[config.mk]
export PLATFORM = sky130hd
export DESIGN_NAME = mbd_out
export DESIGN_NICKNAME = d
export VERILOG_FILES = /design/src/rtl/mbd_pkg.sv /design/src/rtl/mbd_out.sv
export SDC_FILE = /design/constraint.sdc
export NUM_CORES = 1
export LEC_CHECK = 0
export BUFFER_PORTS_ARGS = -buffer_cell sky130_fd_sc_hd__clkbuf_2
export CAP_MARGIN = 10
export CORE_MARGIN = 2
export CORE_UTILIZATION = 35
export CTS_BUF_LIST = sky130_fd_sc_hd__clkbuf_8
export DETAILED_ROUTE_END_ITERATION = 8
export PLACE_DENSITY = 0.65
export SYNTH_ARGS = -nofsm -noshare
export SYNTH_HDL_FRONTEND = slang
export SYNTH_SLANG_ARGS = --single-unit
[constraint.sdc]
create_clock -name aclk -period 3.5 [get_ports aclk]
set_input_delay 0.35 -clock aclk [delete_from_list [all_inputs] [get_ports aclk]]
set_output_delay 0.35 -clock aclk [all_outputs]
set_load 0.005 [all_outputs]
[src/rtl/mbd_pkg.sv]
// Shared constants and types for the 2x2 mip-level downsampler.
package mbd_pkg;

    localparam int DEF_MAX_WIDTH  = 2048;
    localparam int DEF_MAX_HEIGHT = 4096;

    localparam int PIX_W      = 8;
    localparam int PAIR_W     = 9;
    localparam int CFG_W_W    = 12;
    localparam int CFG_H_W    = 13;
    localparam int CFG_DATA_W = 13;
    localparam int CFG_IDX_W  = 2;

    localparam logic [CFG_IDX_W-1:0] REG_IMAGE_WIDTH  = 2'd0;
    localparam logic [CFG_IDX_W-1:0] REG_IMAGE_HEIGHT = 2'd1;

    // One accepted word that yields a result, on its way to the output register.
    typedef struct packed {
        logic              exact;
        logic              last;
        logic [PAIR_W-1:0] pair_sum;
        logic [PIX_W-1:0]  pixel;
    } s1_word_t;

endpackage

[src/rtl/mbd_out.sv]
// Box average or pass-through select into the result register.
module mbd_out (
    input  logic                         aclk,
    input  logic                         aresetn,
    input  logic                         s1_valid,
    input  mbd_pkg::s1_word_t            s1_word,
    input  logic [mbd_pkg::PAIR_W-1:0]   line_data,
    output logic                         s1_take,
    output logic                         m_valid,
    input  logic                         m_ready,
    output logic [mbd_pkg::PIX_W-1:0]    m_pixel_out,
    output logic                         m_last_out
);
    logic                          valid_reg;
    logic [mbd_pkg::PIX_W-1:0]     pixel_reg, pixel_next;
    logic                          last_reg;
    logic [mbd_pkg::PAIR_W:0]      box_sum;

    assign s1_take = !valid_reg || m_ready;

    always_comb begin
        box_sum    = {1'b0, line_data} + {1'b0, s1_word.pair_sum};
        pixel_next = s1_word.exact ? box_sum[mbd_pkg::PAIR_W:2] : s1_word.pixel;
    end

    always_ff @(posedge aclk) begin
        if (s1_valid && s1_take) begin
            pixel_reg <= pixel_next;
            last_reg  <= s1_word.last;
        end
    end

    always_ff @(posedge aclk) begin
        if (!aresetn) begin
            valid_reg <= 1'b0;
        end else if (s1_take) begin
            valid_reg <= s1_valid;
        end
    end

    assign m_valid     = valid_reg;
    assign m_pixel_out = pixel_reg;
    assign m_last_out  = last_reg;

endmodule

# Yosys cells after proc, flatten, opt, wreduce, memory -nomap -nowiden
# Cells that the tools add are included.
# W data, S select, Z words.
dict set report classes {
  add_sub_neg 1
  muxes 1
  reduce_logical 3
}
# operator n
set ops {}
lappend ops {{$add A9 B9 Y10} 1}
lappend ops {{$mux W8} 1}
lappend ops {{$logic_and A1 B1 Y1} 1}
lappend ops {{$logic_not A1 Y1} 1}
lappend ops {{$logic_or A1 B1 Y1} 1}
dict set report word_totals {
  reg_bits 10
  inputBits 32
  output_inout_bits 11
  word_cells 8
}

# Logic depth before layout (Yosys ltp)
# Gate-level depths: netlist of the first run.
dict set report logic_depth {
  ltp_word 3
  mapped_depth 5
}

# Least setup slack after synthesis of the first run
# OpenSTA, ideal clock, no wires.
dict set report synth_path {
  kind {input -> register}
  startpoint {in s1_word[10] in the netlist's numbering}
  endpoint {reg pixel_reg, in the netlist m_pixel_out[6] (data pin)}
  arrival_ns 1.525
  t_required_ns 3.235
  setup_slack_ns 1.709
  path_stages 5
  n_path_buf 0
  path_cell_list {ha_1 -> nor3_1 -> a211oi_4 -> and3_1 -> or3_1}
}
dict set report synth_via {
  elab_chain_cells 2
}
# item line
set synth_rtl {}
lappend synth_rtl {{from (decl)} mbd_out.sv:6} ;# input mbd_pkg::s1_word_t s1_word,
lappend synth_rtl {{$add A9 B9 Y10} mbd_out.sv:22} ;# box_sum = {1'b0, line_data} + {1'b0, s1_word.pair_sum};
lappend synth_rtl {{$mux W8} mbd_out.sv:23} ;# pixel_next = s1_word.exact ? box_sum[mbd_pkg::PAIR_W:2] : s1_word.pixel;
lappend synth_rtl {{named net pixel_next, one bit} mbd_out.sv:15} ;# logic [mbd_pkg::PIX_W-1:0] pixel_reg, pixel_next;
lappend synth_rtl {{to (signal assigned)} mbd_out.sv:28} ;# pixel_reg <= pixel_next;
lappend synth_rtl {{to (decl)} mbd_out.sv:15}
# The timed path passes the listed nets, and every way through them passes these cells.
# A chain may end at the register's enable or synchronous reset.

# Worst setup path in the final report of the first run
# Ends and elaborated chain as after synthesis.

==> metrics, run 1 <==
layout cells sized above 1=43.80%; Starting Density=a little over a third; ratio of final minimum period to clock period=~48%; WS Path Type=input port to flip-flop; Iter 0 DRT Violations=5; drt total wl=approximately 1700 µm; area of placed instances=1025 µm²; Die Width=51.31 µm; initial antenna violation count=0; final hold slack=between 0.2 and 0.3 ns; post-CTS sizing=0; multi-input combinational cell area=roughly 480 µm²; pre-CTS worst setup slack=1.554 ns; ANT nets after route=0; Worst Path Required=3.48 ns; drt pass-1 iters=4; Synthesized Nets=approximately 120; Diodes inserted=0; Vias per Instance=approximately 5.2; Pwr per Cell Area=352.7 nW/µm²; total power draw=roughly 0.38 mW; flops & latches, synth=10; leak pwr=about 0.51 nW; post-synthesis async set-or-reset flop share=0%; Tmin final=between 1.5 and 2 ns; fill count=213; Worst setup EP type=flip-flop; htree depth=1; port bufs=42; # rows=17; Slowest-stage cell, CP=ha_1; sequential share of the synthesized area=between 30 and 40%; mapped cell area=about 780 µm²; worst flop-to-flop path startpoint=m_valid; RSZ-0062 raised after global routing=false; CTS tree=done; vias in the first global route=around 750; Setup WS post-layout=around 1.8 ns; area delta synth->final=36.58%; Post-CTS Hold Fix Bufs=0; crit-path cells=clkbuf_2, ha_1, nor3_1, a211oi_4, and3_1, or3_1; Total GRT Usage=14.72%; routed vias=between 700 and 800; final net count=around 160; syn avg cell area=10.31 µm²; outcome=complete, no violations; Max clock buf depth=2; Netlist cell types=38; Fin. Hold Viols=0; Post-CTS Setup Repair Bufs=0; clock-pin slew on the worst setup and hold paths=roughly 0.050 ns; Finish-stage setup viols=0; clock tree root buffer cell=clkbuf_8; Critical path buffers and inverters=1; Final Wtd Congestion=about 0.71; wire per inst=11.42 µm; largest net degree at the start of global routing=12; hold_sp=s1_word[17]; total CTS buffers=3; area of the core=2170 µm²; sequential cell area=~290 µm²; grt ovf=0; first-pass GRT wire length=2870 µm; Critical Path Source Type=input port; critical path peak fanout=4; Post-synth EDFFs=9; ys flop type=edfxtp_1; Arrival @ worst endpoint=~1.7 ns; hold path depth=1; post-synthesis cell count=76; max frequency=~600 MHz; CTS sink cnt=10; Die ar.=around 2600 µm²; Crit path largest cell delay=between 0.3 and 0.4 ns; Max Slew Vio Count=0; final setup skew=roughly 0.0047 ns; DRC Markers=0; I/O pin count=43; Worst path depth=6; R2R depth=2; Final Cell Area=1070 µm²; Max-Cap Viols=0; crit path from=s1_word[10]; hpwl dp=1435 µm; Peak VDD IR=about 0.20 mV; relative slew slack=about 74%; worst-margin pin slew=approximately 0.38 ns; Worst-Skew Late Latency=0.24 ns; setup_tns=0 ns; die height=between 50 and 60 µm; yosys warns=0; Top delay family on crit path=simple AND/OR/NAND/NOR gates; Min-Delay Path Class=input port to flip-flop
## flip-flops by register name, indices dropped and copies added (netlist names)
name / count
m_valid: 1
m_pixel_out: 8
m_last_out: 1
## cell usage in the layout (no fill, tap or decap), types with 2 or more instances in the layout
cell type   n
nand2b_1    2
a21oi_1     6
clkbuf_2   42
clkbuf_8    3
mux2_2      3
nor2b_1     2
edfxtp_1    9
nand4_1     2
or3_1       2
ha_1        8
a21o_1      3
nand2_1     6
o21ai_1     3
nand3_1     2
xor2_1      2
inv_1       2
## routing by layer
metal	share of wire, %	GRT usage, %
met1	41	15.45
met2	49	26.41
met3	7.1	3.216
met4	2.5	9.211
met5	0	0
## worst paths after layout
check	endpoint	slack, ns
min reg2reg	m_valid	0.56
max	m_pixel_out[6]	1.81
min	m_last_out	0.29
max reg2reg	m_pixel_out[1]	2.38
## cell families (layout without fill, tap and decap cells)
family / count (synthesis) / count (layout) / synth area share [%]
and+or+nand+nor: 25 / 25 / 18.69
AOI/OAI and AO/OA: 23 / 23 / 21.09
DFF: 10 / 10 / 37.06
adders and majority gates: 8 / 8 / 12.78
muxes: 4 / 4 / 5.591
xor gates and xnor gates: 3 / 3 / 3.355
buffers and inverters: 3 / 48 / 1.438
## stage by stage
step / util (%) / instances
floorplan: - / 76
finish: 49.31 / 149
CTS: 49.31 / 149
global route: 49.31 / 149
global placement: 47.23 / 145
detailed placement: 47.23 / 145
## final cells by class
cell class / count / share of cell area (%)
clock buffers: 3 / 3.860
clock inverters: 1 / 0.3509
inverters: 2 / 0.7018
multi-input cells: 63 / 45.03
flip-flops and latches: 10 / 27.13
well taps: 28 / 3.275
repair buffers: 42 / 19.65
## synth_stat cells, drive strengths merged (2+ instances only)
| cell type | number | area, µm² |
|---|---|---|
| edfxtp | 9 | 270.3 |
| ha | 8 | 100.1 |
| a21oi | 7 | 38.79 |
| nand2 | 6 | 22.52 |
| o21ai | 4 | 20.01 |
| a21o | 3 | 22.52 |
| mux2 | 3 | 33.78 |
| a211oi | 2 | 27.53 |
| and3 | 2 | 17.52 |
| inv | 2 | 7.510 |
| nand2b | 2 | 12.51 |
| nand3 | 2 | 10.01 |
| nand4 | 2 | 12.51 |
| nor2 | 2 | 10.01 |
| nor2b | 2 | 12.51 |
| nor3 | 2 | 15.01 |
| or3 | 2 | 12.51 |
| xor2 | 2 | 17.52 |
## where the power goes
group | leakage, nW | switching [mW] | internal (mW) | total (mW)
combinational | 0.394 | 0.0547 | 0.0555 | 0.110
clock | 0.0231 | 0.0430 | 0.0766 | 0.120
sequential | 0.0960 | 0.00266 | 0.145 | 0.148
total | 0.513 | 0.100 | 0.277 | 0.377
Note: power is estimated with default switching activity, not from simulation.
==> inputs of run 2 (changes only) <==
ABC_AREA = 1   (was default)
PLACE_DENSITY = 0.68   (was 0.65)
clock period = 1.46 ns   (was 3.5 ns; I/O delays follow)
==> metrics, run 2 <==
Max clock buf depth=2 (unchanged); Diodes inserted=0 (unchanged); die height=51.42 µm (+0.22%); sequential share of the synthesized area=36.88% (-0.18 points); post-CTS sizing=0 (unchanged); Worst Path Required=1.45 ns (-2.03 ns); ys flop type=edfxtp_1; commonest non-fill, non-tap cell in the layout=clkbuf_2; hpwl dp=1328 µm (-7.4%); Largest register FFs=8 (unchanged); worst flop-to-flop path startpoint=m_valid; Max Slew Vio Count=0 (unchanged); Iter 0 DRT Violations=7 (+2); hold path depth=1 (unchanged); wire per inst=8.768 µm (-23%); Synth area leader=edfxtp_1; Max-Cap Viols=0 (unchanged); final net count=190 (+17%); most frequent cell after synthesis=nand2_1; final setup skew=0.003173 ns (-0.001524 ns); final cell count without fillers=177 (+19%); reg2reg end=m_pixel_out[1]; Final Wtd Congestion=0.7981 (+12%); Commonest cells post-synth=nand2_1, inv_1, nand3_1, edfxtp_1, ha_1; largest net degree at the start of global routing=12 (unchanged); Tmin final=about 1.2 ns; Fin. Hold Viols=0 (unchanged); vias in the first global route=636 (-15%); Min-Delay Path Class=input port to flip-flop; drt pass-1 iters=4 (unchanged); multiplexer area fraction after synthesis=0% (-5.6 points); layout cells sized above 1=36.91% (-6.9 points); Vias per Instance=4.520 (-13%); hold_sp=s1_word[17]; ratio of final minimum period to clock period=around 83%; WS Path Type=input port to flip-flop; routed vias=800 (+3.6%); Post-synth EDFFs=9 (unchanged); port bufs=42 (unchanged); Critical Path Source Type=input port; Synthesized Nets=142 (+22%); Worst-Skew Late Latency=0.23 ns (about the same); Simple-Gate Fraction of Synth Area=30.21% (+12 points); R2R depth=2 (unchanged); critical path peak fanout=6 (+2); XOR/XNOR Fraction of Synth Area=1.113% (-2.2 points); Peak VDD IR=0.4489 mV (+130%); worst-margin pin slew=0.2931 ns (-0.09059 ns); ANT nets after route=0 (unchanged); htree depth=1 (unchanged); area delta synth->final=38.16%; yosys warns=0 (unchanged); DRC Markers=0 (unchanged); post-synthesis cell count=102 (+34%); max frequency=820.5 MHz; Synth Area in Compound Gates=12.24% (-8.8 points); setup_tns=0 ns (unchanged); clock-pin slew on the worst setup and hold paths=0.04 ns (about the same); # rows=17 (unchanged); Pwr per Cell Area=818.2 nW/µm² (+130%); Finish-stage setup viols=0 (unchanged); Arrival @ worst endpoint=1.21 ns (-0.46 ns); clock tree root buffer cell=clkbuf_8; main combinational cell family by area after synthesis=simple AND/OR/NAND/NOR gates; sequential cell area=290.3 µm² (unchanged); area of the core=2170 µm² (unchanged); leak pwr=0.5929 nW (+16%); Post-CTS Setup Repair Bufs=0 (unchanged); Starting Density=36.27% (+0.17 points); largest cells by area after synthesis=edfxtp_1, nand2_1, ha_1; I/O pin count=43 (unchanged); Hold Path End=m_last_out; total CTS buffers=3 (unchanged); Post-CTS Hold Fix Bufs=0 (unchanged); syn avg cell area=7.716 µm² (-25%); CTS tree=done; most frequent cells in the layout=clkbuf_2, nand2_1, inv_1; placed cell count=173 (+19%); Total GRT Usage=12.59% (-2.1 points); RSZ-0062 raised after global routing=false; top-area cell type share of the netlist area=34.34% (-0.16 points); grt ovf=0 (unchanged); adder-cell share of the synthesized area=12.72% (-0.061 points); post-synthesis async set-or-reset flop share=0% (unchanged); Worst setup EP type=flip-flop; first-pass GRT wire length=2490 µm (-13%); multi-input combinational cell area=442.9 µm² (-8.1%); Die Width=51.42 µm (+0.22%); outcome=complete, no violations; reg2reg setup slack=0.50 ns (-1.88 ns); CTS sink cnt=10 (unchanged); relative slew slack=80.44% (+6.0 points); fill count=226 (+6.1%); mapped cell area=787.0 µm² (+0.48%); flops & latches, synth=10 (unchanged); Die ar.=2644 µm² (+0.45%); initial antenna violation count=0 (unchanged); Netlist cell types=20 (-47%); drt total wl=1552 µm (-8.8%)
==> run 2: cell count changes after synthesis, sizes merged, moves of 2 or more <==
cell and delta:
and3 -2, or3 -2, nand2 +30, nand2b -2
xor2 -2, nor2 +5, nand3 +9, nor2b -2
nor3 -2, mux2 -3, a21o -3, inv +11
==> run 2: worst max-delay path: stages <==
cell and delay [ns]:
clkbuf_2 0.08, ha_1 0.37, a21oi_2 0.19, nor2_1 0.07, nor2_2 0.12, nand3_1 0.09, nand3_1 0.09, nand2_1 0.05
==> run 2: metal layers <==
metal	part of all wire [%]	global-route usage (%)	vias up	wire length, µm
li1	-	-	434	-
met1	43	15.51	332	674
met2	47	20.51	31	725
met3	7.5	2.632	3	117
met4	2.2	6.579	0	34
met5	0	0	-	0
==> run 2: layout make-up <==
type,count,share of cell area (%)
Inverter,13,4.488
Timing Repair Buffer,44,20.71
Clock inverter,1,0.3452
Clock buffer,3,3.797
Multi-Input combinational cell,78,40.74
Tap cell,28,3.222
Sequential cell,10,26.70
==> run 2: kinds of logic after synthesis <==
group                    after synthesis
AO/OA/AOI/OAI                         14
XOR/XNOR                               1
adder cells (fa/ha/maj)                8
buffers and inverters                 14
flip-flops                            10
AND/OR/NAND/NOR                       55
==> run 2: metrics by stage <==
stage	setup slack (ns)	hold WS (ns)	total power [mW]	utilization, %	cell area, µm²
after floorplan	0.2068	0.2449	0.5175	-	787.0
after global placement	0.01771	0.3280	0.6107	48.04	1042
after detailed placement	0.01091	0.3453	0.6147	48.04	1042
after CTS	0.2515	0.1008	0.9018	50.12	1087
after global routing	0.1237	0.09919	0.9532	50.12	1087
final	0.2413	0.09889	0.8896	50.12	1087
==> run 2: power by group <==
group / total [mW] / internal, mW / switching (mW)
combinational: 0.259 / 0.120 / 0.139
sequential: 0.351 / 0.345 / 0.00598
clock: 0.280 / 0.183 / 0.0966
==> run 2: how the worst max path moves through the flow <==
| stage | startpoint | slack (ns) | cells past startpoint | end |
|---|---|---|---|---|
| after global routing | s1_word[13] | 0.12 | 10 | m_pixel_out[6] |
| after CTS | s1_word[12] | 0.25 | 8 | m_pixel_out[5] |
| after detailed placement | s1_word[12] | 0.01 | 8 | m_pixel_out[5] |
| final | s1_word[12] | 0.24 | 8 | m_pixel_out[5] |
| after floorplan | s1_word[12] | 0.21 | 7 | m_pixel_out[5] |
| after global placement | s1_word[12] | 0.02 | 8 | m_pixel_out[5] |
