<file path="config.mk">
export PLATFORM = sky130hd
export DESIGN_NAME = mbd_cfg
export DESIGN_NICKNAME = d
export VERILOG_FILES = /design/src/rtl/mbd_pkg.sv /design/src/rtl/mbd_cfg.sv
export SDC_FILE = /design/constraint.sdc
export NUM_CORES = 1
export LEC_CHECK = 0
export BUFFER_PORTS_ARGS = -buffer_cell sky130_fd_sc_hd__buf_2
export CAP_MARGIN = 15
export CORE_AREA = 2 2 148 150
export CTS_CLUSTER_DIAMETER = 60
export DETAILED_ROUTE_END_ITERATION = 8
export DIE_AREA = 0 0 150 152
export GPL_ROUTABILITY_DRIVEN = 0
export SLEW_MARGIN = 20
export SYNTH_ARGS = -nofsm -noshare
export SYNTH_HDL_FRONTEND = slang
export SYNTH_SLANG_ARGS = --single-unit
</file>
<file path="constraint.sdc">
create_clock -name aclk -period 10.7 [get_ports aclk]
set_input_delay 1.07 -clock aclk [delete_from_list [all_inputs] [get_ports aclk]]
set_output_delay 1.07 -clock aclk [all_outputs]
set_load 0.05 [all_outputs]
</file>
<file path="src/rtl/mbd_pkg.sv">
// Shared constants and types for the 2x2 mip-level downsampler.
package mbd_pkg;

    localparam int DEF_MAX_WIDTH  = 2048;
    localparam int DEF_MAX_HEIGHT = 4096;

    localparam int PIX_W      = 8;
    localparam int PAIR_W     = 9;
    localparam int CFG_W_W    = 12;
    localparam int CFG_H_W    = 13;
    localparam int CFG_DATA_W = 13;
    localparam int CFG_IDX_W  = 2;

    localparam logic [CFG_IDX_W-1:0] REG_IMAGE_WIDTH  = 2'd0;
    localparam logic [CFG_IDX_W-1:0] REG_IMAGE_HEIGHT = 2'd1;

    // One accepted word that yields a result, on its way to the output register.
    typedef struct packed {
        logic              exact;
        logic              last;
        logic [PAIR_W-1:0] pair_sum;
        logic [PIX_W-1:0]  pixel;
    } s1_word_t;

endpackage

</file>
<file path="src/rtl/mbd_cfg.sv">
// Dimension registers with clamped values, mode and output pixel count.
module mbd_cfg #(
    parameter int MAX_WIDTH  = mbd_pkg::DEF_MAX_WIDTH,
    parameter int MAX_HEIGHT = mbd_pkg::DEF_MAX_HEIGHT
) (
    input  logic                           aclk,
    input  logic                           aresetn,
    input  logic                           cfg_wr_en,
    input  logic [mbd_pkg::CFG_IDX_W-1:0]  cfg_wr_index,
    input  logic [mbd_pkg::CFG_DATA_W-1:0] cfg_wr_data,
    output logic [$clog2(MAX_WIDTH+1)-1:0] width,
    output logic [$clog2(MAX_HEIGHT+1)-1:0] height,
    output logic                           exact,
    output logic [$clog2((MAX_WIDTH/2)*(MAX_HEIGHT/2)+1)-1:0] total
);
    localparam int W_W   = $clog2(MAX_WIDTH+1);
    localparam int H_W   = $clog2(MAX_HEIGHT+1);
    localparam int TOT_W = $clog2((MAX_WIDTH/2)*(MAX_HEIGHT/2)+1);

    logic [W_W-1:0]   w_reg, w_next;
    logic [H_W-1:0]   h_reg, h_next;
    logic             exact_reg, exact_next;
    logic [TOT_W-1:0] total_reg, total_next;
    logic [31:0]      w_raw, h_raw, w_clamp, h_clamp, nw, nh;

    always_comb begin
        w_raw   = 32'(cfg_wr_data[mbd_pkg::CFG_W_W-1:0]);
        h_raw   = 32'(cfg_wr_data[mbd_pkg::CFG_H_W-1:0]);
        w_clamp = (w_raw == 32'd0) ? 32'd1 :
                  (w_raw > 32'(MAX_WIDTH)) ? 32'(MAX_WIDTH) : w_raw;
        h_clamp = (h_raw == 32'd0) ? 32'd1 :
                  (h_raw > 32'(MAX_HEIGHT)) ? 32'(MAX_HEIGHT) : h_raw;
        w_next = w_reg;
        h_next = h_reg;
        if (cfg_wr_en && cfg_wr_index == mbd_pkg::REG_IMAGE_WIDTH) begin
            w_next = W_W'(w_clamp);
        end
        if (cfg_wr_en && cfg_wr_index == mbd_pkg::REG_IMAGE_HEIGHT) begin
            h_next = H_W'(h_clamp);
        end
        nw = 32'(w_next >> 1);
        nh = 32'(h_next >> 1);
        if (nw == 32'd0) begin
            nw = 32'd1;
        end
        if (nh == 32'd0) begin
            nh = 32'd1;
        end
        exact_next = (nw * 32'd2 == 32'(w_next)) && (nh * 32'd2 == 32'(h_next));
        total_next = TOT_W'(nw[15:0] * nh[15:0]);
    end

    always_ff @(posedge aclk) begin
        if (!aresetn) begin
            w_reg     <= W_W'(2);
            h_reg     <= H_W'(2);
            exact_reg <= 1'b1;
            total_reg <= TOT_W'(1);
        end else begin
            w_reg     <= w_next;
            h_reg     <= h_next;
            exact_reg <= exact_next;
            total_reg <= total_next;
        end
    end

    assign width  = w_reg;
    assign height = h_reg;
    assign exact  = exact_reg;
    assign total  = total_reg;

endmodule

</file>
# Word level (Yosys, flattened, before mapping)
# Index checks and enable logic that the tools add are counted.
[op_classes] order_cmp=2 n_eq_ne=3 mul=1 n_reduce_logical=8 muxes=8
[ops] operator="$logic_not 32->1" count=2
[ops] operator="$mux 12" count=4
[ops] operator="$mux 13" count=3
[ops] operator="$eq 32x12->1" count=1
[ops] operator="$eq 32x13->1" count=1
[ops] operator="$mul 16x16->22" count=1
[ops] operator="$gt 13x13->1 const B" count=1
[ops] operator="$logic_not 13->1" count=1
[ops] operator="$gt 12x12->1 const B" count=1
[ops] operator="$logic_not 12->1" count=1
[ops] operator="$mux 11" count=1
[ops] operator="$logic_and 1x1->1" count=3
[ops] operator="$eq 2x1->1 const B" count=1
[ops] operator="$logic_not 2->1" count=1
[totals] inputBits=18 reg_bits=48 wordCells=26 output_inout_bits=48

# Depth between registers and ports, before layout
# Gate-level depths: netlist of run 1.
[logic_depth] depth_word=8 ltp_mapped=24 mapped_depth_nobuf=23

# Worst setup path before layout of run 1
# OpenSTA, ideal clock, no wires.
[synth_path] path_type="in2reg" from="input port cfg_wr_data[5] (netlist name)" to="register total_reg[19] (netlist: total[19])" path_stages=21 required_time_ps=10628 setup_ps=72 path_slack_ps=3678 n_path_buf=0 t_arrival_ps=6951 cell_sequence="or4_1 -> or2_2 -> nor2_1 -> xor2_1 -> o21ai_0 -> nand2_1 -> fa_1 -> inv_1 -> fa_1 -> fa_1 -> fa_1 -> inv_1 -> fa_1 -> inv_1 -> ha_1 -> a21o_1 -> a31o_2 -> or2_2 -> o21a_1 -> o21ai_0 -> mux2i_1"
[synth_via] elab_chain_cells=7 elab_cells_between_ends=15 classes_between="mul: 1; order compare: 2; mux: 8; reduce/logical: 4"
[synth_lines] item="start, declared" line_no="mbd_cfg.sv:10" rtl="input logic [mbd_pkg::CFG_DATA_W-1:0] cfg_wr_data,"
[synth_lines] item="$gt 13x13->1 or $gt 12x12->1 (tied branches)" line_no="mbd_cfg.sv:32, mbd_cfg.sv:30"
[synth_lines] item="$mux 13 or $mux 12 (tied branches)" line_no="mbd_cfg.sv:32, mbd_cfg.sv:30"
[synth_lines] item="$mux 13 or $mux 12 (tied branches)" line_no="mbd_cfg.sv:31, mbd_cfg.sv:29"
[synth_lines] item="$mux 13 or $mux 12 (tied branches)" line_no="mbd_cfg.sv:38, mbd_cfg.sv:35"
[synth_lines] item="$logic_not 32->1 (on tied branches)" line_no="mbd_cfg.sv:46, mbd_cfg.sv:43"
[synth_lines] item="$mux 12 or $mux 11 (tied branches)" line_no="mbd_cfg.sv:46, mbd_cfg.sv:43"
[synth_lines] item="$mul 16x16->22 *" line_no="mbd_cfg.sv:50" rtl="total_next = TOT_W'(nw[15:0] * nh[15:0]);"
[synth_lines] item="end signal, assigned" line_no="mbd_cfg.sv:63" rtl="total_reg <= total_next;"
[synth_lines] item="end, declared" line_no="mbd_cfg.sv:23" rtl="logic [TOT_W-1:0] total_reg, total_next;"
# Mark *: on every way between the ends. The rest lies on a longest branch, timed or not.
# A chain may end at the register's enable or synchronous reset.

# Final worst setup path of run 1
[layout_path] from="input port cfg_wr_index[1] (netlist name)" to="register total_reg[19] (netlist: total[19])"
[layout_via] elab_chain_cells=6 elab_cells_between_ends=11 classes_between="mul: 1; eq/ne: 1; mux: 4; reduce/logical: 5"
[layout_lines] item="start, declared" line_no="mbd_cfg.sv:9" rtl="input logic [mbd_pkg::CFG_IDX_W-1:0] cfg_wr_index,"
[layout_lines] item="$eq 2x1->1 or $logic_not 2->1 (tied branches)" line_no="mbd_cfg.sv:38, mbd_cfg.sv:35"
[layout_lines] item="$logic_and 1x1->1 (on tied branches)" line_no="mbd_cfg.sv:38, mbd_cfg.sv:35"
[layout_lines] item="$mux 13 or $mux 12 (tied branches)" line_no="mbd_cfg.sv:38, mbd_cfg.sv:35"
[layout_lines] item="$logic_not 32->1 (on tied branches)" line_no="mbd_cfg.sv:46, mbd_cfg.sv:43"
[layout_lines] item="$mux 12 or $mux 11 (tied branches)" line_no="mbd_cfg.sv:46, mbd_cfg.sv:43"
[layout_lines] item="$mul 16x16->22 *" line_no="mbd_cfg.sv:50"
# Marks and branches as above.

==> flow_summary.json, run 1 <==
{
  "outcome": "completed",
  "tritoncts": "built",
  "viasPerCell": 4.78,
  "grt-ovfl-total": 0,
  "ctsHoldBuffers": 0,
  "r2r-start": "height[5]",
  "ir_worst_vdd_v": 0.0000517,
  "relSlewSlack": 0.304,
  "antenna_found_initial": 0,
  "power_density_nw_per_um2": 73.3,
  "fmax_mhz": 132,
  "ys_types": 57,
  "clock-sinks": 48,
  "nets": 927,
  "post_dp_cell_area_sq_um": 6740,
  "worstMarginPinSlew_ns": 1.04,
  "row_count": 54,
  "critPathRequiredTime_ns": 10.93,
  "fin_crit_sh": 0.710,
  "hold_path_class": "register to register",
  "die_h_um": 152,
  "setup_viol": 0,
  "ys_ff_latch": 48,
  "fp.dieW_um": 150,
  "core_area_sq_um": 21400,
  "final_common_cell": "inv_1",
  "r2r-end": "total[19]",
  "ios": 66,
  "dpl.hpwl_um": 12800,
  "gr-usage-met1": 0.183,
  "worstSetupPathType": "primary input to register",
  "met2_usage": 0.247,
  "grt_pass1_wl_um": 25500,
  "final_cell_mix": "107 x inv_1, 100 x nor2_1, 88 x fa_1",
  "largest_register_ff_count": 22,
  "cts-buffers-inserted": 5,
  "synth-edff-count": 0,
  "use_met3": 0.0219,
  "busiest_layer": "met2",
  "slew_violations": 0,
  "cts_resized": 0,
  "end_kind": "register",
  "startpoint": "cfg_wr_index[1]",
  "grt_max_degree": 39,
  "worstRegToRegCells": 21,
  "final_core_util": 0.325,
  "fin_crit_ns": 7.60,
  "dieArea_sq_um": 22800,
  "synth_ff_type": "dfxtp_1",
  "setup_tns_ns": 0,
  "root_buffer": "clkbuf_16",
  "cts_setup_buffers": 0,
  "r2r_slack_ns": 3.85,
  "drv_cap": 0,
  "drt_iter0_drc": 303,
  "fin_area_sq_um": 6930,
  "wl_um": 15700,
  "clock_path_buffers": 2,
  "clk_latency_ns": 0.31,
  "timing.hold.ws_ns": 0.539,
  "crit_fanout": 11,
  "fill_cells": 2274,
  "grt_pass1_vias": 4944,
  "synth_async_sr_flop_share": 0,
  "synth_seq_area_share": 0.158,
  "p_leak_nw": 3.47,
  "antenna_cells": 0,
  "drive_gt1_frac": 0.156,
  "clk_pin_slew_ns": 0.07,
  "rsz0062_at_grt": "no",
  "wl_per_cell_um": 15.1,
  "dr.pass1.iters": 4,
  "hold_viol": 0,
  "drc": 0,
  "syn_area_sq_um": 6090,
  "portBuffers": 65,
  "grt_usage": 0.141,
  "syn_avg_cell_area_sq_um": 8.67,
  "startpoint_type": "primary input",
  "detail-route-antenna-nets": 0,
  "via_count": 4987,
  "htreeDepth": 2,
  "finClkSkew_ns": 0.00779,
  "worstPathArrival_ns": 7.83,
  "endpoint": "total[19]",
  "synth_fp_nets": 866,
  "setup_slack_ns": 3.10,
  "area_delta_synth_final_pct": 13.9,
  "pre_cts_slack_ns": 2.84,
  "syn-instance-count": 702,
  "initial_core_util": 0.285,
  "synth_warnings": 0
}
-- how the worst min path moves through the flow --
| stage | end | start | slack (ns) | cells past startpoint |
|---|---|---|---|---|
| finish | width[1] | width[1] | 0.54 | 2 |
| global placement | width[1] | width[1] | 0.53 | 2 |
| detailed placement | width[1] | width[1] | 0.52 | 2 |
| CTS | width[1] | width[1] | 0.55 | 2 |
| global route | width[1] | width[1] | 0.58 | 2 |
| floorplan | width[1] | width[1] | 0.73 | 2 |
-- power breakdown --
| part | switching [W] | leakage (nW) | internal [W] |
|---|---|---|---|
| clock | 0.0000780 | 0.0944 | 0.000135 |
| combinational | 0.0000753 | 2.99 | 0.0000334 |
| sequential | 0.00000259 | 0.389 | 0.000184 |
-- cells in the mapped netlist (3+ instances only) --
| library cell | count | area share |
|---|---|---|
| a21o_1 | 7 | 0.0086 |
| a21oi_1 | 15 | 0.012 |
| a31o_2 | 3 | 0.0043 |
| a31oi_1 | 3 | 0.0031 |
| and2_1 | 5 | 0.0051 |
| buf_1 | 3 | 0.0018 |
| buf_2 | 4 | 0.0033 |
| clkbuf_1 | 12 | 0.0074 |
| dfxtp_1 | 48 | 0.16 |
| fa_1 | 88 | 0.29 |
| ha_1 | 58 | 0.12 |
| inv_1 | 107 | 0.066 |
| mux2_2 | 4 | 0.0074 |
| mux2i_1 | 11 | 0.018 |
| nand2_1 | 74 | 0.046 |
| nand2b_1 | 18 | 0.018 |
| nand3b_1 | 3 | 0.0037 |
| nor2_1 | 100 | 0.062 |
| nor2_2 | 7 | 0.0072 |
| nor2b_1 | 6 | 0.0062 |
| nor3_1 | 10 | 0.0082 |
| nor3b_1 | 7 | 0.0086 |
| nor4_1 | 4 | 0.0041 |
| o21a_1 | 18 | 0.022 |
| o21ai_0 | 23 | 0.019 |
| o31ai_1 | 4 | 0.0049 |
| or2_2 | 11 | 0.011 |
| xnor2_1 | 9 | 0.013 |
| xor2_1 | 3 | 0.0043 |
-- stage by stage --
| step | std cells | total power (W) |
|---|---|---|
| global placement | 1036 | 0.000300 |
| detailed placement | 1036 | 0.000300 |
| finish | 1044 | 0.000508 |
| floorplan | 702 | 0.000268 |
| CTS | 1044 | 0.000514 |
| global route | 1044 | 0.000531 |
-- per-layer routing --
layer	part of all wire	up-vias	routed length, um
li1	-	2359	-
met1	0.42	2493	6670
met2	0.51	122	8030
met3	0.054	13	850
met4	0.011	0	175
met5	0	-	0
-- critical path: stages --
cell	delay [ns]
buf_2	0.11
and3b_1	0.58
mux2_4	0.37
or4_4	0.58
o311ai_2	0.27
nand2_1	0.42
nand2b_4	0.29
fa_1	0.47
fa_1	0.49
inv_1	0.05
fa_1	0.47
fa_1	0.50
inv_1	0.05
fa_1	0.47
inv_1	0.04
ha_1	0.33
nand2_1	0.10
o21ai_0	0.17
or2_2	0.33
o21a_1	0.20
o21ai_0	0.21
mux2i_1	0.22
-- logic make-up after synthesis --
group / share of synthesized area
XOR/XNOR: 0.0173
AO/OA/AOI/OAI: 0.0952
buffers and inverters: 0.0822
multiplexers: 0.0304
AND/OR/NAND/NOR: 0.209
flip-flops: 0.158
adder cells (fa/ha/maj): 0.409
-- final cells by class --
| cell class | count | area, sq um | share of cell area |
|---|---|---|---|
| clock buffer | 5 | 125 | 0.0180 |
| clock inverter | 3 | 68.8 | 0.00992 |
| inverter | 107 | 402 | 0.0579 |
| multi-input combinational | 526 | 4630 | 0.667 |
| sequential | 48 | 961 | 0.139 |
| tap | 280 | 350 | 0.0505 |
| timing repair buffer | 75 | 400 | 0.0577 |
No activity file was read; power rests on OpenSTA's default activity.
==> inputs of run 2 (changes only) <==
==> constraint.sdc (replaced) <==
create_clock -name aclk -period 6.5 [get_ports aclk]
set_input_delay 0.65 -clock aclk [delete_from_list [all_inputs] [get_ports aclk]]
set_output_delay 0.65 -clock aclk [all_outputs]
set_load 0.05 [all_outputs]
==> run 2 against run 1 <==
Compared with the run above:
- clock skew is 0.0029 ns higher
- critical path depth is 1 lower
- hold slack worse by 0.0083 ns
- sequential share of layout area is 1.3 points lower
- core utilization is 3.5 points higher
- cell count is 8.7% higher
- critical endpoint is now total[20]
==> flow_summary.json, run 2 (same netlist as run 1, synthesis figures left out) <==
{
  "fin_crit_ns": 6.32,
  "grt-ovfl-total": 0,
  "fin_area_sq_um": 7670,
  "grt_pass1_wl_um": 27800,
  "startpoint_type": "primary input",
  "r2r-end": "total[18]",
  "ir_worst_vdd_v": 0.0000726,
  "dpl.hpwl_um": 13700,
  "post_dp_cell_area_sq_um": 7450,
  "worstPathArrival_ns": 6.55,
  "r2r_slack_ns": 0.46,
  "viasPerCell": 4.64,
  "detail-route-antenna-nets": 0,
  "worstRegToRegCells": 22,
  "grt_max_degree": 39,
  "worstMarginPinSlew_ns": 0.958,
  "relSlewSlack": 0.361,
  "hold_viol": 0,
  "setup_slack_ns": 0.180,
  "die_h_um": 152,
  "portBuffers": 65,
  "power_density_nw_per_um2": 108,
  "clock-sinks": 48,
  "initial_core_util": 0.285,
  "min-delay-start": "width[1]",
  "finClkSkew_ns": 0.0107,
  "cts-buffers-inserted": 5,
  "drive_gt1_frac": 0.258,
  "htreeDepth": 2,
  "ctsHoldBuffers": 0,
  "nets": 1018,
  "outcome": "completed",
  "fmax_mhz": 158,
  "dr.pass1.iters": 5,
  "via_count": 5266,
  "final_cell_mix": "107 x inv_1, 100 x buf_4, 99 x nor2_1",
  "core_area_sq_um": 21400,
  "root_buffer": "clkbuf_16",
  "slew_violations": 0,
  "area_delta_synth_final_pct": 26.1,
  "fp.dieW_um": 150,
  "largest_register_ff_count": 22,
  "p_leak_nw": 3.93,
  "ios": 66,
  "hold_depth": 2,
  "min_to": "width[1]",
  "clock_path_buffers": 2,
  "antenna_found_initial": 0,
  "drv_cap": 0,
  "r2r-start": "height[5]",
  "grt_pass1_vias": 5423,
  "fin_crit_sh": 0.972,
  "clk_pin_slew_ns": 0.07,
  "wl_um": 16500,
  "clk_latency_ns": 0.31,
  "worstSetupPathType": "primary input to register",
  "drt_iter0_drc": 257,
  "wl_per_cell_um": 14.6,
  "critPathRequiredTime_ns": 6.73,
  "tritoncts": "built",
  "dieArea_sq_um": 22800,
  "crit_fanout": 5,
  "drc": 0,
  "hold_path_class": "register to register",
  "end_kind": "register",
  "final_common_cell": "inv_1",
  "antenna_cells": 0,
  "grt_usage": 0.154,
  "row_count": 54,
  "pre_cts_slack_ns": -0.264,
  "setup_viol": 0
}
run 2: cell count changes in the layout (fill, tap and decap cells not counted), moves of 2 or more:
cell,change
a21oi_1,-2
o21ai_1,+4
a21oi_2,+2
buf_4,+90
o21ai_0,-5
run 2: critical path, cell delays in order:
cell and delay [ns]:
buf_2 0.11, or4_4 0.57, or2_4 0.29, nor2_4 0.13
xor2_2 0.26, o21a_1 0.36, nor2_1 0.09, fa_1 0.40
fa_1 0.54, fa_1 0.47, fa_1 0.51, inv_1 0.05
fa_1 0.47, inv_1 0.04, ha_1 0.28, a21o_1 0.20
a31o_2 0.25, buf_4 0.15, a221o_1 0.33, a31oi_2 0.17
mux2i_1 0.23
run 2: area by class of cell:
cell class / count / area (sq um)
fillers: 2246 / 13700
multi-input cells: 526 / 4700
repair buffers: 166 / 1100
flip-flops and latches: 48 / 961
inverters: 107 / 402
well taps: 280 / 350
clock buffers: 5 / 125
clock inverters: 3 / 42.5
run 2: routing by layer:
metal	share of wire	wire, um	GRT usage	up-vias
met5	0	0	0	-
met2	0.49	8070	0.253	148
met1	0.43	7110	0.202	2547
met4	0.027	452	0.0512	0
met3	0.054	888	0.0318	33
li1	-	-	-	2538
run 2: where the power goes:
group          switching, W  internal (W)  leakage, nW
combinational      0.000132     0.0000813         3.46
sequential       0.00000430      0.000303        0.389
clock              0.000129      0.000181       0.0798
total              0.000265      0.000566         3.93
run 2: worst max path at each step:
| stage | startpoint | slack (ns) | end |
|---|---|---|---|
| after floorplan | cfg_wr_data[5] | 0.06 | total[19] |
| after global placement | cfg_wr_data[5] | -0.21 | total[20] |
| after detailed placement | cfg_wr_data[5] | -0.26 | total[17] |
| after CTS | cfg_wr_data[5] | 0.004 | total[19] |
| after global routing | cfg_wr_data[5] | -0.02 | total[19] |
| final | cfg_wr_data[5] | 0.18 | total[20] |
run 2: through the flow:
step | power [W] | hold slack (ns) | setup TNS (ns) | utilization | instances
final | 0.000831 | 0.530 | 0 | 0.359 | 1135
after global routing | 0.000873 | 0.560 | -0.0727 | 0.359 | 1135
after CTS | 0.000837 | 0.536 | 0 | 0.357 | 1135
after detailed placement | 0.000525 | 0.516 | -1.39 | 0.349 | 1127
after global placement | 0.000524 | 0.529 | -1.17 | 0.349 | 1127
after floorplan | 0.000442 | 0.728 | 0 | - | 702
run 2: repair_timing:
action | CTS | global route
gates resized for setup | 0 | 12
endpoints found under the hold margin | 0 | 0
setup buffers | 0 | 0
setup endpoints to repair | 0 | 10
==> inputs of run 3 (changes only) <==
--- a/config.mk
+++ b/config.mk
@@ -12,6 +12,7 @@
 export DETAILED_ROUTE_END_ITERATION = 8
 export DIE_AREA = 0 0 150 152
 export GPL_ROUTABILITY_DRIVEN = 0
+export PLACE_DENSITY = 0.53
 export SLEW_MARGIN = 20
 export SYNTH_ARGS = -nofsm -noshare
 export SYNTH_HDL_FRONTEND = slang
==> run 3 against run 2 <==
Compared with the run above:
- power is 3.4% lower
- wire length shrank 0.24%
- hold slack gained 0.0014 ns
- sequential power about the same
- design area grew 0.57%
- combinational power barely moved
- clock power is 10% lower
- cell count grew 0.79%
- flip-flop and latch count unchanged
- via count increased by 0.38%
- clock-buffer cell count increased by 1
- core utilization rose by 0.21 points
- critical path type unchanged
- largest power group is now sequential cells
==> flow_summary.json, run 3 (same netlist as run 1, synthesis figures left out) <==
{
  "worstMarginPinSlew_ns": 0.811,
  "antenna_cells": 0,
  "cts-buffers-inserted": 5,
  "finClkSkew_ns": 0.0106,
  "grt_usage": 0.151,
  "wl_um": 16500,
  "slew_violations": 0,
  "fmax_mhz": 159,
  "timing.hold.ws_ns": 0.532,
  "placedCellCount": 1135,
  "rsz0062_at_grt": "yes",
  "drc": 0,
  "worstSetupPathType": "primary input to register",
  "setup_viol": 0,
  "path_common_cell": "fa_1",
  "nets": 1027,
  "ctsHoldBuffers": 0,
  "drive_gt1_frac": 0.267,
  "htreeDepth": 2,
  "power_density_nw_per_um2": 104,
  "critPathRequiredTime_ns": 6.67,
  "clk_latency_ns": 0.30,
  "drv_cap": 0,
  "final_common_cell": "buf_4",
  "portBuffers": 65,
  "initial_core_util": 0.285,
  "fin_cells": 1144,
  "ios": 66,
  "antenna_found_initial": 0,
  "p_leak_nw": 3.96,
  "drt_iter0_drc": 239,
  "dieArea_sq_um": 22800,
  "startpoint_type": "primary input",
  "outcome": "completed",
  "fill_cells": 2299,
  "dpl.hpwl_um": 14100,
  "area_delta_synth_final_pct": 26.8,
  "grt-ovfl-total": 0,
  "slowest_delay_ns": 0.56,
  "viasPerCell": 4.62,
  "hold_path_class": "register to register",
  "die_h_um": 152,
  "worstPathArrival_ns": 6.46,
  "cp_top_family": "adder cells",
  "pre_cts_slack_ns": -0.224,
  "grt_max_degree": 39,
  "clk_pin_slew_ns": 0.07,
  "crit_fanout": 4,
  "crit_slowest_cell": "or4_4",
  "dr.pass1.iters": 5,
  "clock_path_buffers": 2,
  "tritoncts": "built",
  "wl_per_cell_um": 14.4,
  "hold_viol": 0,
  "fin_crit_sh": 0.967,
  "grt_pass1_vias": 5185,
  "end_kind": "register",
  "final_cell_mix": "109 x buf_4, 107 x inv_1, 98 x nor2_1",
  "relSlewSlack": 0.459,
  "via_count": 5286,
  "ir_worst_vdd_v": 0.0000908,
  "detail-route-antenna-nets": 0,
  "clock-sinks": 48,
  "setup_slack_ns": 0.215,
  "root_buffer": "clkbuf_16",
  "largest_register_ff_count": 22,
  "crit_buf_inv": 7,
  "row_count": 54,
  "core_area_sq_um": 21400,
  "fp.dieW_um": 150,
  "grt_pass1_wl_um": 27100,
  "fin_crit_ns": 6.28
}
[run 3: metrics by stage]
stage / instance area (sq um) / power [W] / util / TNS (ns)
after floorplan: 6100 / 0.000442 / - / 0
after global routing: 7720 / 0.000849 / 0.362 / -0.0182
final: 7720 / 0.000803 / 0.362 / 0
after CTS: 7660 / 0.000817 / 0.359 / 0
after global placement: 7510 / 0.000530 / 0.352 / -1.27
after detailed placement: 7510 / 0.000530 / 0.352 / -1.28
[run 3: layout make-up]
cell class	count	area (sq um)	area share
inverter	107	402	0.0520
sequential	48	961	0.124
clock buffer	6	139	0.0180
multi-input combinational	526	4690	0.607
timing repair buffer	175	1160	0.151
tap	280	350	0.0454
clock inverter	2	15.0	0.00195
[run 3: path summary, 6_finish.rpt]
kind	from	slack (ns)	cells after the start	end
setup / recovery	cfg_wr_data[5]	0.22	25	total[18]
hold / removal	width[1]	0.53	2	width[1]
setup reg to reg	height[5]	0.44	22	total[18]
hold reg to reg	width[1]	0.53	2	width[1]
[run 3: metal layers]
layer	vias to the layer above	part of all wire	wire, um	track usage
met1	2632	0.45	7380	0.202
met3	10	0.039	646	0.0198
met2	92	0.50	8310	0.261
met4	0	0.0090	148	0.0279
met5	-	0	0	0
li1	2552	-	-	-
[run 3: where the power goes]
part	switching, W	total, W	internal, W	leakage [nW]
Combinational	0.000132	0.000216	0.0000840	3.50
Clock	0.000126	0.000279	0.000154	0.0691
Sequential	0.00000463	0.000308	0.000303	0.389
[run 3: what timing repair did]
action                     4_1_cts  5_1_grt
gates resized for setup          0       14
buffers inserted                 0        1
setup endpoints to repair        0        8
[run 3: worst reg2reg max path, stage by stage, from the launching register on]
cell      delay [ns]
dfxtp_1         0.33
nor4_1          0.36
buf_4           0.20
a21oi_1         0.06
or4_4           0.54
o311ai_2        0.26
nand2_1         0.12
nand2b_4        0.16
fa_1            0.47
fa_1            0.49
inv_1           0.05
fa_1            0.46
fa_1            0.49
inv_1           0.05
fa_1            0.47
inv_1           0.04
ha_1            0.30
and4_4          0.22
and3_1          0.16
a32o_1          0.25
a31o_2          0.23
mux2i_1         0.15
nand4_1         0.10
